File: src/rtl/core/fsr_pkg.sv
`default_nettype none
// ----------------------------------------------------------------------------
// FFT size round-up package
// Widths, limits and small arithmetic helpers shared by the divider and the
// smooth-number search.
// ----------------------------------------------------------------------------
package fsr_pkg;

    localparam int unsigned DIV_W      = 32;
    localparam int unsigned QUO_W      = DIV_W + 1;
    localparam int unsigned STEP_W     = $clog2(DIV_W);
    localparam int unsigned MESH_W     = 17;
    localparam int unsigned MAX_POINTS = 65536;
    localparam int unsigned CNT_W      = $clog2(MAX_POINTS + 1);
    localparam int unsigned SRCH_W     = CNT_W + 3;
    localparam int unsigned SH_W       = $clog2(SRCH_W);

    localparam logic [DIV_W-1:0] SPACING_RST = DIV_W'(65536);

    typedef logic [SRCH_W-1:0] t_srch;
    typedef logic [SH_W-1:0]   t_shamt;

    function automatic t_shamt msb_idx(input t_srch x);
        t_shamt r;
        r = '0;
        for (int i = 0; i < SRCH_W; i++) begin
            if (x[i]) begin
                r = SH_W'(i);
            end
        end
        return r;
    endfunction

    function automatic t_srch mul3(input t_srch x);
        return (x << 1) + x;
    endfunction

    function automatic t_srch mul5(input t_srch x);
        return (x << 2) + x;
    endfunction

    function automatic t_srch mul7(input t_srch x);
        return (x << 3) - x;
    endfunction

endpackage
`default_nettype wire

File: src/rtl/core/fft_size_smooth_roundup.sv
`default_nettype none
// ----------------------------------------------------------------------------
// FFT size round-up
// Divides a Q16.16 box length by the Q16.16 grid spacing, rounds the point
// count up, then rounds it up again to the next 2^a*3^b*5^c*7^d length.
// ----------------------------------------------------------------------------
// Usage:
//   Write the grid spacing with i_cfg_we/i_cfg_wdata while the block is idle;
//   reset loads 1.0 (65536).
//   Present i_box_size with start; the word is taken when start is high and
//   busy is low. busy stays high until the result is issued.
//   The result appears on o_mesh_points/o_too_large for one cycle with
//   o_valid; the receiver must take it then, it cannot stall the block.
// Sequence:
//   Zero box or zero spacing: result in the cycle after the accept.
//   Otherwise serial division (one quotient bit per cycle), an overflow
//   check, then a search over the odd 3/5/7 candidates, whose length grows
//   with the count.
//   One word is in flight at a time; the next is taken in the cycle the
//   result is issued.
// Reset: synchronous; clears the control state and drops any word in flight.
// ----------------------------------------------------------------------------
module fft_size_smooth_roundup (
    input  wire logic                          i_clk,
    input  wire logic                          i_rst_n,
    input  wire logic                          start,
    output logic                               busy,
    input  wire logic [fsr_pkg::DIV_W-1:0]     i_box_size,
    input  wire logic                          i_cfg_we,
    input  wire logic [fsr_pkg::DIV_W-1:0]     i_cfg_wdata,
    output logic                               o_valid,
    output logic [fsr_pkg::MESH_W-1:0]         o_mesh_points,
    output logic                               o_too_large
);

    typedef enum logic [1:0] {
        ST_IDLE,
        ST_DIV,
        ST_SEARCH
    } t_state;

    t_state                         r_state;
    logic [fsr_pkg::DIV_W-1:0]      r_spacing;
    logic                           r_valid;
    logic [fsr_pkg::MESH_W-1:0]     r_mesh;
    logic                           r_flag;
    fsr_pkg::t_srch                 r_count;
    fsr_pkg::t_shamt                r_cmsb;
    fsr_pkg::t_srch                 r_p7;
    fsr_pkg::t_srch                 r_p5;
    fsr_pkg::t_srch                 r_p3;
    fsr_pkg::t_srch                 r_best;

    logic                           w_accept;
    logic                           w_div_start;
    logic                           w_div_done;
    logic [fsr_pkg::QUO_W-1:0]      w_quo_count;
    logic                           w_over;
    fsr_pkg::t_srch                 w_count_n;
    logic                           w_ge;
    fsr_pkg::t_shamt                w_dist;
    fsr_pkg::t_srch                 w_shl;
    fsr_pkg::t_srch                 w_cand;
    fsr_pkg::t_srch                 n_best;
    fsr_pkg::t_srch                 n_p5;
    fsr_pkg::t_srch                 n_p7;

    assign busy        = (r_state != ST_IDLE);
    assign w_accept    = start && !busy;
    assign w_div_start = w_accept && (i_box_size != '0) && (r_spacing != '0);

    fsr_div u_div (
        .i_clk      (i_clk),
        .i_rst_n    (i_rst_n),
        .i_start    (w_div_start),
        .i_dividend (i_box_size),
        .i_divisor  (r_spacing),
        .o_done     (w_div_done),
        .o_count    (w_quo_count)
    );

    assign w_over    = w_quo_count > fsr_pkg::QUO_W'(fsr_pkg::MAX_POINTS);
    assign w_count_n = fsr_pkg::SRCH_W'(w_quo_count);

    always_comb begin
        w_ge   = (r_p3 >= r_count);
        w_dist = r_cmsb - fsr_pkg::msb_idx(r_p3);
        w_shl  = r_p3 << w_dist;
        if (w_ge) begin
            w_cand = r_p3;
        end else if (w_shl < r_count) begin
            w_cand = w_shl << 1;
        end else begin
            w_cand = w_shl;
        end
        n_best = (w_cand < r_best) ? w_cand : r_best;
        n_p5   = fsr_pkg::mul5(r_p5);
        n_p7   = fsr_pkg::mul7(r_p7);
    end

    always_ff @(posedge i_clk) begin
        if (!i_rst_n) begin
            r_spacing <= fsr_pkg::SPACING_RST;
        end else if (i_cfg_we) begin
            r_spacing <= i_cfg_wdata;
        end
    end

    always_ff @(posedge i_clk) begin
        if (!i_rst_n) begin
            r_state <= ST_IDLE;
            r_valid <= 1'b0;
        end else begin
            r_valid <= 1'b0;
            case (r_state)
                ST_IDLE: begin
                    if (w_accept) begin
                        if (i_box_size == '0) begin
                            r_valid <= 1'b1;
                            r_mesh  <= '0;
                            r_flag  <= 1'b0;
                        end else if (r_spacing == '0) begin
                            r_valid <= 1'b1;
                            r_mesh  <= '0;
                            r_flag  <= 1'b1;
                        end else begin
                            r_state <= ST_DIV;
                        end
                    end
                end
                ST_DIV: begin
                    if (w_div_done) begin
                        if (w_over) begin
                            r_valid <= 1'b1;
                            r_mesh  <= '0;
                            r_flag  <= 1'b1;
                            r_state <= ST_IDLE;
                        end else begin
                            r_count <= w_count_n;
                            r_cmsb  <= fsr_pkg::msb_idx(w_count_n);
                            r_p7    <= fsr_pkg::SRCH_W'(1);
                            r_p5    <= fsr_pkg::SRCH_W'(1);
                            r_p3    <= fsr_pkg::SRCH_W'(1);
                            r_best  <= '1;
                            r_state <= ST_SEARCH;
                        end
                    end
                end
                ST_SEARCH: begin
                    r_best <= n_best;
                    if (!w_ge) begin
                        r_p3 <= fsr_pkg::mul3(r_p3);
                    end else if (r_p5 < r_count) begin
                        r_p5 <= n_p5;
                        r_p3 <= n_p5;
                    end else if (r_p7 < r_count) begin
                        r_p7 <= n_p7;
                        r_p5 <= n_p7;
                        r_p3 <= n_p7;
                    end else begin
                        r_valid <= 1'b1;
                        r_mesh  <= fsr_pkg::MESH_W'(n_best);
                        r_flag  <= 1'b0;
                        r_state <= ST_IDLE;
                    end
                end
                default: begin
                    r_state <= ST_IDLE;
                end
            endcase
        end
    end

    assign o_valid       = r_valid;
    assign o_mesh_points = r_mesh;
    assign o_too_large   = r_flag;

`ifndef SYNTHESIS
    a_flag_zero: assert property (@(posedge i_clk) disable iff (!i_rst_n)
        o_valid && o_too_large |-> o_mesh_points == '0)
        else $error("overflow result carries a nonzero size");

    a_accept_progress: assert property (@(posedge i_clk) disable iff (!i_rst_n)
        start && !busy |=> busy || o_valid)
        else $error("accepted word neither in progress nor answered");

    a_done_in_div: assert property (@(posedge i_clk) disable iff (!i_rst_n)
        w_div_done |-> r_state == ST_DIV)
        else $error("divider finished outside the divide phase");

    a_valid_idle: assert property (@(posedge i_clk) disable iff (!i_rst_n)
        o_valid |-> !busy)
        else $error("result issued while still busy");
`endif

endmodule
`default_nettype wire

File: src/rtl/core/fsr_div.sv
`default_nettype none
// ----------------------------------------------------------------------------
// Serial ceiling divider
// Restoring divider, one quotient bit per cycle; returns the quotient
// rounded up when the remainder is nonzero.
// ----------------------------------------------------------------------------
module fsr_div (
    input  wire logic                         i_clk,
    input  wire logic                         i_rst_n,
    input  wire logic                         i_start,
    input  wire logic [fsr_pkg::DIV_W-1:0]    i_dividend,
    input  wire logic [fsr_pkg::DIV_W-1:0]    i_divisor,
    output logic                              o_done,
    output logic [fsr_pkg::QUO_W-1:0]         o_count
);

    logic                           r_run;
    logic                           r_done;
    logic [fsr_pkg::STEP_W-1:0]     r_step;
    logic [fsr_pkg::DIV_W-1:0]      r_quo;
    logic [fsr_pkg::DIV_W-1:0]      r_rem;
    logic [fsr_pkg::DIV_W-1:0]      r_dvsr;

    logic [fsr_pkg::DIV_W:0]        w_shift;
    logic [fsr_pkg::DIV_W+1:0]      w_diff;
    logic                           w_fit;

    assign w_shift = {r_rem, r_quo[fsr_pkg::DIV_W-1]};
    assign w_diff  = {1'b0, w_shift} - {2'b00, r_dvsr};
    assign w_fit   = !w_diff[fsr_pkg::DIV_W+1];

    always_ff @(posedge i_clk) begin
        if (!i_rst_n) begin
            r_run  <= 1'b0;
            r_done <= 1'b0;
        end else begin
            r_done <= 1'b0;
            if (i_start) begin
                r_run  <= 1'b1;
                r_step <= '0;
                r_quo  <= i_dividend;
                r_rem  <= '0;
                r_dvsr <= i_divisor;
            end else if (r_run) begin
                r_quo  <= {r_quo[fsr_pkg::DIV_W-2:0], w_fit};
                r_rem  <= w_fit ? w_diff[fsr_pkg::DIV_W-1:0] : w_shift[fsr_pkg::DIV_W-1:0];
                r_step <= r_step + 1'b1;
                if (r_step == fsr_pkg::STEP_W'(fsr_pkg::DIV_W - 1)) begin
                    r_run  <= 1'b0;
                    r_done <= 1'b1;
                end
            end
        end
    end

    assign o_done  = r_done;
    assign o_count = {1'b0, r_quo} + fsr_pkg::QUO_W'(r_rem != '0);

endmodule
`default_nettype wire
File: config.mk
export PLATFORM = sky130hd
export DESIGN_NAME = fft_size_smooth_roundup
export DESIGN_NICKNAME = d
export VERILOG_FILES = /design/src/rtl/core/fsr_pkg.sv /design/src/rtl/core/fft_size_smooth_roundup.sv /design/src/rtl/core/fsr_div.sv
export SDC_FILE = /design/constraint.sdc
export NUM_CORES = 1
export LEC_CHECK = 0
export BUFFER_PORTS_ARGS = -buffer_cell sky130_fd_sc_hd__buf_4
export CORE_UTILIZATION = 50
export DETAILED_ROUTE_END_ITERATION = 8
export PLACE_DENSITY = 0.73
export REMOVE_ABC_BUFFERS = 1
export SYNTH_ARGS = -nofsm -noshare
export SYNTH_HDL_FRONTEND = slang
export SYNTH_SLANG_ARGS = --single-unit
export TNS_END_PERCENT = 50
File: constraint.sdc
create_clock -name i_clk -period 9.1 [get_ports i_clk]
set_input_delay 0.455 -clock i_clk [delete_from_list [all_inputs] [get_ports i_clk]]
set_output_delay 0.455 -clock i_clk [all_outputs]
set_load 0.05 [all_outputs]
==> results of run 1 <==
cell families after synthesis:
kind of cell    Yosys count
simple gates            635
xor+xnor                 86
mux                     164
fa+ha+maj               200
flops                   260
buf+inv                 233
compound gates          440
per-layer routing:
| metal | share of wire | vias up | track usage | wire length, um |
|---|---|---|---|---|
| met5 | 0 | - | 0 | 0 |
| met4 | 0.032 | 0 | 0.0852 | 1570 |
| met3 | 0.045 | 109 | 0.0332 | 2200 |
| met2 | 0.46 | 451 | 0.405 | 22600 |
| met1 | 0.46 | 7437 | 0.333 | 22300 |
| li1 | - | 7588 | - | - |
cell type report:
| class | count | area [um^2] | share of cell area |
|---|---|---|---|
| Sequential cell | 260 | 7440 | 0.342 |
| Timing Repair Buffer | 118 | 886 | 0.0407 |
| Clock inverter | 19 | 277 | 0.0127 |
| Tap cell | 511 | 639 | 0.0294 |
| Clock buffer | 37 | 787 | 0.0362 |
| Multi-Input combinational cell | 1525 | 11100 | 0.512 |
| Inverter | 158 | 593 | 0.0273 |
synth_stat cells, types with 32 or more instances:
master    count  area (um^2)
a21o_1       42          315
edfxtp_1    223         6700
clkbuf_1     51          191
dfxtp_1      37          741
o21ai_0      82          410
nand3_1      75          375
nand2_1     149          559
mux2i_1     113         1130
nor2_1      143          537
nor2b_1      57          357
nand4_1      32          200
xnor2_1      54          473
nor3_1       36          180
a21oi_1     132          661
mux2_2       47          529
nor4_1       37          231
inv_1       157          589
ha_1        196         2450
xor2_1       32          280
power groups by stage:
| stage | registers, uW | logic, uW | clock network (uW) |
|---|---|---|---|
| after floorplan | 1430 | 430 | 0 |
| after global placement | 1440 | 566 | 0 |
| after detailed placement | 1440 | 582 | 0 |
| after CTS | 1420 | 585 | 1320 |
| after global routing | 1430 | 656 | 1360 |
| final | 1420 | 594 | 1300 |
sequential cells by signal (all words and copies together) (netlist names):
| register | count |
|---|---|
| r_p5 | 20 |
| r_spacing | 32 |
| r_p7 | 19 |
| u_div.r_step | 5 |
| o_mesh_points | 17 |
| r_p3 | 20 |
| u_div.r_quo | 32 |
| r_count | 20 |
| u_div.r_run | 1 |
| r_cmsb | 5 |
| u_div.r_rem | 32 |
| o_too_large | 1 |
| u_div.r_dvsr | 32 |
| o_valid | 1 |
| r_best | 20 |
| r_state | 2 |
| u_div.o_done | 1 |
stage by stage:
step                      instance area (um^2)  power (uW)  cells  utilization  TNS, ns
after floorplan                          19100        1860   1943            -   -25.72
after global placement                   20600        2010   2564        0.544        0
after detailed placement                 20600        2030   2564        0.544        0
after CTS                                21700        3320   2620        0.572        0
after global routing                     21800        3450   2628        0.574        0
final                                    21800        3320   2628        0.574        0
worst min-delay path: stages:
cell	delay (ns)
buf_4	0.08
mux2i_1	0.06
nand2_1	0.06
timing repair:
item                                    4_1_cts  5_1_grt
buffers inserted                              0        8
gates resized for setup                       0        4
endpoints found under the setup margin        0       39
worst max-delay path by stage:
stage	cells after the start	to	startpoint
finish	37	r_best[12]	r_p3[1]
global route	35	r_best[12]	r_p3[1]
CTS	38	r_best[12]	r_p3[2]
detailed placement	37	o_mesh_points[11]	r_p3[2]
global placement	37	r_best[9]	r_p3[2]
floorplan	36	r_best[0]	r_p3[2]
==> impl_metrics.json, run 1 <==
{
  "critical-path-top-cell-by-count": "a21oi_1",
  "whs_path_depth": 3,
  "global_route.overflow_total": 0,
  "timing.clock.skew_ns": 0.0312,
  "xor_and_xnor_area_share_after_synthesis": 0.0388,
  "track_usage": 0.247,
  "synth_compound_gate_area_share": 0.147,
  "regToRegStartpoint": "r_p3[1]",
  "hold_path_startpoint": "i_cfg_wdata[16]",
  "finalHoldWorstSlack_ns": 0.0867,
  "yosysWarningCount": 0,
  "placement.io_buffers": 87,
  "cpLargestDelayFamily": "compound AO/OA/AOI/OAI gates",
  "grt_max_degree": 75,
  "synth_area_mm2": 0.0194,
  "drtIter0Drc": 1017,
  "routabilityCongestion": 0.961,
  "clock_tree.buffer_depth": 3,
  "worst_setup_path_start_kind": "flop",
  "dp_hpwl_mm": 36.3,
  "finalWirelength_mm": 48.7,
  "timing.final.setup_violations": 0,
  "die_area_mm2": 0.0396,
  "slew-limit-headroom": 0.178,
  "critical_path.slowest_cell": "fa_2",
  "main_combinational_cell_family_by_area_after_synthesis": "simple AND/OR/NAND/NOR gates",
  "p_comb_frac": 0.179,
  "cpPeakStageDelay_ns": 0.71,
  "cts.sink_count": 260,
  "final_nets": 2361,
  "finalWorstPathRequiredPeriod_ns": 8.53,
  "reg2reg_depth": 37,
  "switching_share": 0.276,
  "cts_made_buffers": 30,
  "largest_vdd_supply_drop_mv": 0.156,
  "max-cap-violations": 0,
  "regToRegSetupSlack_ns": 0.57,
  "final-hold-violation-count": 0,
  "final_max_slew_viol_count": 0,
  "leak_pwr_uw": 0.00914,
  "routed_wirelength_normalized_by_instance_count_um": 18.5,
  "synth.lib_cells_used.distinct": 81,
  "die_width_um": 199,
  "power_frac_clock": 0.393,
  "layout_common_cells": "edfxtp_1, ha_1, inv_1",
  "fmaxAchievable_mhz": 117,
  "critical_path.reg2reg.endpoint": "r_best[12]",
  "root_buffer": "clkbuf_16",
  "clk_transition_reported_paths_ns": 0.06,
  "grt_first_pass_wirelength_mm": 78.4,
  "synth.ff_latch_count": 260,
  "io_pins": 88,
  "criticalPathCategory": "reg -> reg",
  "n_fill_cell": 3327,
  "timing.hold.worst_endpoint": "r_spacing[16]",
  "first_global_vias": 15000,
  "synth_edf_count": 223,
  "die_height_um": 199,
  "synth_fa_ha_area_frac": 0.130,
  "h-tree-depth": 1,
  "clk-insertion-delay-late_ns": 0.60,
  "route.detailed.vias_per_inst": 5.93,
  "yosys-mux-area-fraction": 0.0902,
  "rsz0062_at_grt": "no",
  "critical_path_arrival_ns": 8.82,
  "postSynth.asyncResetShare": 0,
  "pre_cts_ws_ns": 0.397,
  "power_report.internal_total_uw": 2400,
  "post_synthesis_cells": 2018,
  "period_share": 0.937,
  "drt_drc_violations_left": 0,
  "power-per-cell-area_mw_per_mm2": 152,
  "required_ns": 9.39,
  "synth.avg_cell_area_um2": 9.62,
  "core_area_mm2": 0.0379,
  "critPathBufInv": 3,
  "firstDrtPassIters": 5,
  "antenna-diode-count": 0,
  "netSwitchingPower_uw": 914,
  "synth_simple_gate_area_frac": 0.164,
  "hold_path_class": "in -> reg",
  "final_common_cell": "edfxtp_1",
  "post-route-worst-setup-slack_ns": 0.572,
  "postCtsHoldBufs": 0,
  "cp-end-kind": "flop",
  "floorplan.initialDensity": 0.512,
  "status": "complete, no violations",
  "tightestPinTransition_ns": 1.23,
  "synth_seq_area_share": 0.383,
  "path_max_fanout": 13,
  "fraction_of_power_consumed_by_sequential_logic": 0.428,
  "via_count": 15600,
  "rows": 71,
  "drive_gt1_frac": 0.119,
  "layout-area-overhead-vs-synth_pct": 12.1,
  "detail-route-antenna-nets": 0,
  "cts_tree": "yes",
  "ys.flop_type": "edfxtp_1",
  "grt_antenna_before_repair": 0
}
No activity file was read; power rests on OpenSTA's default activity.
==> run 2: changes to the inputs <==
--- a/config.mk
+++ b/config.mk
@@ -12,5 +12,6 @@
 export REMOVE_ABC_BUFFERS = 1
 export SYNTH_ARGS = -nofsm -noshare
 export SYNTH_HDL_FRONTEND = slang
+export SYNTH_HIERARCHICAL = 1
 export SYNTH_SLANG_ARGS = --single-unit
-export TNS_END_PERCENT = 50
+export TNS_END_PERCENT = 1
==> run 2 against run 1 <==
Utilization shrank 0.45 points. Register-to-register slack about the same. Count of clock-buffer cells in the layout is 5 higher. Die area decreased by 1.2%. Global-route usage grew 0.13 points. Hold slack better by 0.027 ns. Worst setup slack improved by 0.0096 ns. First-iteration DRC count increased by 6.1%. Combinational power rose by 6.1%. Fmax increased by 0.11%. Total power decreased by 3.6%. Critical endpoint is now r_best[13]. Largest cell class unchanged.
==> impl_metrics.json, run 2 <==
{
  "status": "complete, no violations",
  "n_fill_cell": 3268,
  "reg2reg_depth": 37,
  "path_max_fanout": 18,
  "postSynth.asyncResetShare": 0,
  "via_count": 15200,
  "finalCoreUtilization": 0.569,
  "grt_first_pass_wirelength_mm": 78.0,
  "die_area_mm2": 0.0392,
  "synth_edf_count": 223,
  "io_pins": 88,
  "dp_hpwl_mm": 36.3,
  "post_synthesis_cells": 1934,
  "track_usage": 0.248,
  "first_global_vias": 15000,
  "critical_path_arrival_ns": 8.81,
  "rows": 71,
  "largest_vdd_supply_drop_mv": 0.152,
  "layout_common_cells": "edfxtp_1, ha_1, nor2_1",
  "synth.lib_cells_used.distinct": 88,
  "rsz0062_at_grt": "no",
  "gr-usage-met2": 0.423,
  "period_share": 0.936,
  "critical_path.slowest_cell": "mux4_2",
  "finalWorstPathRequiredPeriod_ns": 8.52,
  "multiInputGateArea_mm2": 0.0110,
  "layout-area-overhead-vs-synth_pct": 12.0,
  "final_max_slew_viol_count": 0,
  "slew-limit-headroom": 0.179,
  "placement.io_buffers": 87,
  "synth.ff_latch_count": 260,
  "drtIter0Drc": 1079,
  "ys.flop_type": "edfxtp_1",
  "grt.met3_usage": 0.0286,
  "clk-insertion-delay-late_ns": 0.57,
  "final_common_cell": "edfxtp_1",
  "required_ns": 9.39,
  "antenna-diode-count": 0,
  "source_of_the_critical_timing_path": "r_p3[2]",
  "cp-end-kind": "flop",
  "yosysWarningCount": 6,
  "regToRegStartpoint": "r_p3[2]",
  "synth_top_cell_area_share": 0.349,
  "cts_tree": "yes",
  "pre_cts_ws_ns": 0.116,
  "final_nets": 2292,
  "cts_made_buffers": 30,
  "drt_drc_violations_left": 0,
  "layoutNonFillerInstCount": 2559,
  "post-route-worst-setup-slack_ns": 0.582,
  "timing.final.setup_violations": 0,
  "synth_area_mm2": 0.0192,
  "die_width_um": 198,
  "clk_transition_reported_paths_ns": 0.06,
  "xor_and_xnor_area_share_after_synthesis": 0.0470,
  "clock_tree.buffer_depth": 3,
  "h-tree-depth": 1,
  "main_combinational_cell_family_by_area_after_synthesis": "simple AND/OR/NAND/NOR gates",
  "gr-usage-met1": 0.329,
  "finalSetupTns_ns": 0,
  "leak_pwr_uw": 0.00893,
  "whs_path_depth": 3,
  "regToRegSetupSlack_ns": 0.58,
  "detail-route-antenna-nets": 0,
  "finalWirelength_mm": 48.4,
  "synth_compound_gate_area_share": 0.152,
  "synth.avg_cell_area_um2": 9.92,
  "routabilityCongestion": 0.953,
  "worst_setup_path_start_kind": "flop",
  "die_height_um": 198,
  "drive_gt1_frac": 0.139,
  "cts.sink_count": 260,
  "crit_path_end": "r_best[13]",
  "tightestPinTransition_ns": 1.23,
  "place.detailed.instances": 2496,
  "synth_seq_area_share": 0.388,
  "criticalPathCategory": "reg -> reg",
  "power-per-cell-area_mw_per_mm2": 149,
  "core_area_mm2": 0.0378,
  "routed_wirelength_normalized_by_instance_count_um": 18.9,
  "postPlaceCellArea_mm2": 0.0204,
  "synth_simple_gate_area_frac": 0.153,
  "cpPeakStageDelay_ns": 0.58,
  "final-hold-violation-count": 0,
  "netlist_top_cells_area": "edfxtp_1, ha_1, mux2i_1, dfxtp_1, nor2_1",
  "root_buffer": "clkbuf_16",
  "max-cap-violations": 0,
  "seqCellArea_mm2": 0.00744,
  "fmaxAchievable_mhz": 117,
  "yosys-mux-area-fraction": 0.0867,
  "gr-max-usage-layer": "met2",
  "grt_max_degree": 69,
  "global_route.overflow_total": 0,
  "firstDrtPassIters": 8,
  "floorplan.initialDensity": 0.508,
  "commonest_cells_in_the_synthesized_netlist": "edfxtp_1, ha_1, nor2_1, inv_1, nand2_1",
  "synth.most_common_cell": "edfxtp_1",
  "route.detailed.vias_per_inst": 5.95,
  "critical_path.reg2reg.endpoint": "r_best[13]",
  "critical-path-top-cell-by-count": "a21oi_1",
  "grt_antenna_before_repair": 0,
  "synth_fa_ha_area_frac": 0.131,
  "hold_path_class": "in -> reg",
  "timing.clock.skew_ns": 0.0128,
  "final_design_area_no_fill_mm2": 0.0215,
  "yosys.area.top_type": "edfxtp_1"
}
## run 2: cell types whose count changed in the layout (fill, tap and decap cells not counted), sizes merged, moves of 12 or more
cell   previous run  this run
nand3            75        42
nor2            143       176
nand2           149       126
mux2i           113        92
xnor2            54        73
inv             158       140
a21oi           132       117
nor3             36        49
a31oi            10        22
## run 2: cell families (layout without fill, tap and decap cells)
group / after synthesis / in the layout
and+or+nand+nor: 596 / 596
AOI/OAI and AO/OA: 426 / 426
DFF: 260 / 260
buffers and inverters: 202 / 316
adders and majority gates: 199 / 199
muxes: 148 / 148
xor gates and xnor gates: 103 / 103
## run 2: worst min path at each step
stage / startpoint / endpoint / slack [ns]
2_1_floorplan: r_spacing[11] / u_div/r_dvsr[11] / 0.43
3_3_place_gp: r_spacing[16] / u_div/r_dvsr[16] / 0.44
3_5_place_dp: r_spacing[11] / u_div/r_dvsr[11] / 0.45
4_1_cts: i_cfg_wdata[16] / r_spacing[16] / 0.1
5_1_grt: i_cfg_wdata[16] / r_spacing[16] / 0.12
6_report: i_cfg_wdata[16] / r_spacing[16] / 0.11
## run 2: per-stage QoR
stage | hold slack [ns] | power [uW]
2_1_floorplan | 0.430 | 1890
3_3_place_gp | 0.440 | 2040
3_5_place_dp | 0.451 | 2060
4_1_cts | 0.0969 | 3210
5_1_grt | 0.122 | 3330
6_report | 0.114 | 3200
## run 2: report_power, final
| group | leakage [uW] | internal, uW | total [uW] | switching [uW] |
|---|---|---|---|---|
| combinational | 0.00623 | 275 | 630 | 355 |
| clock | 0.000463 | 655 | 1150 | 491 |
| sequential | 0.00224 | 1370 | 1420 | 53.5 |
## run 2: cell type report
type                    count  share of cell area
multi-input cells        1472               0.513
clock inverters            13             0.00361
repair buffers            122              0.0428
inverters                 139              0.0243
flip-flops and latches    260               0.346
well taps                 511              0.0298
clock buffers              42              0.0399
## run 2: metal layers
| layer | part of all wire | routed length [um] |
|---|---|---|
| met1 | 0.44 | 21500 |
| met2 | 0.48 | 23400 |
| met3 | 0.049 | 2360 |
| met4 | 0.023 | 1100 |
| met5 | 0 | 0 |
## run 2: critical path, delay by kind of cell (launching register included)
family	cells	cell delay, ns
fa+ha+maj	5	1.50
buf+inv	5	0.98
flops	1	0.42
compound gates	14	2.50
simple gates	10	1.77
mux	3	1.11
## run 2: repair_timing
action / 4_1_cts / 5_1_grt
resized for setup: 0 / 18
hold buffers: 0 / 0
endpoints found under the setup margin: 0 / 40
setup buffers: 0 / 8
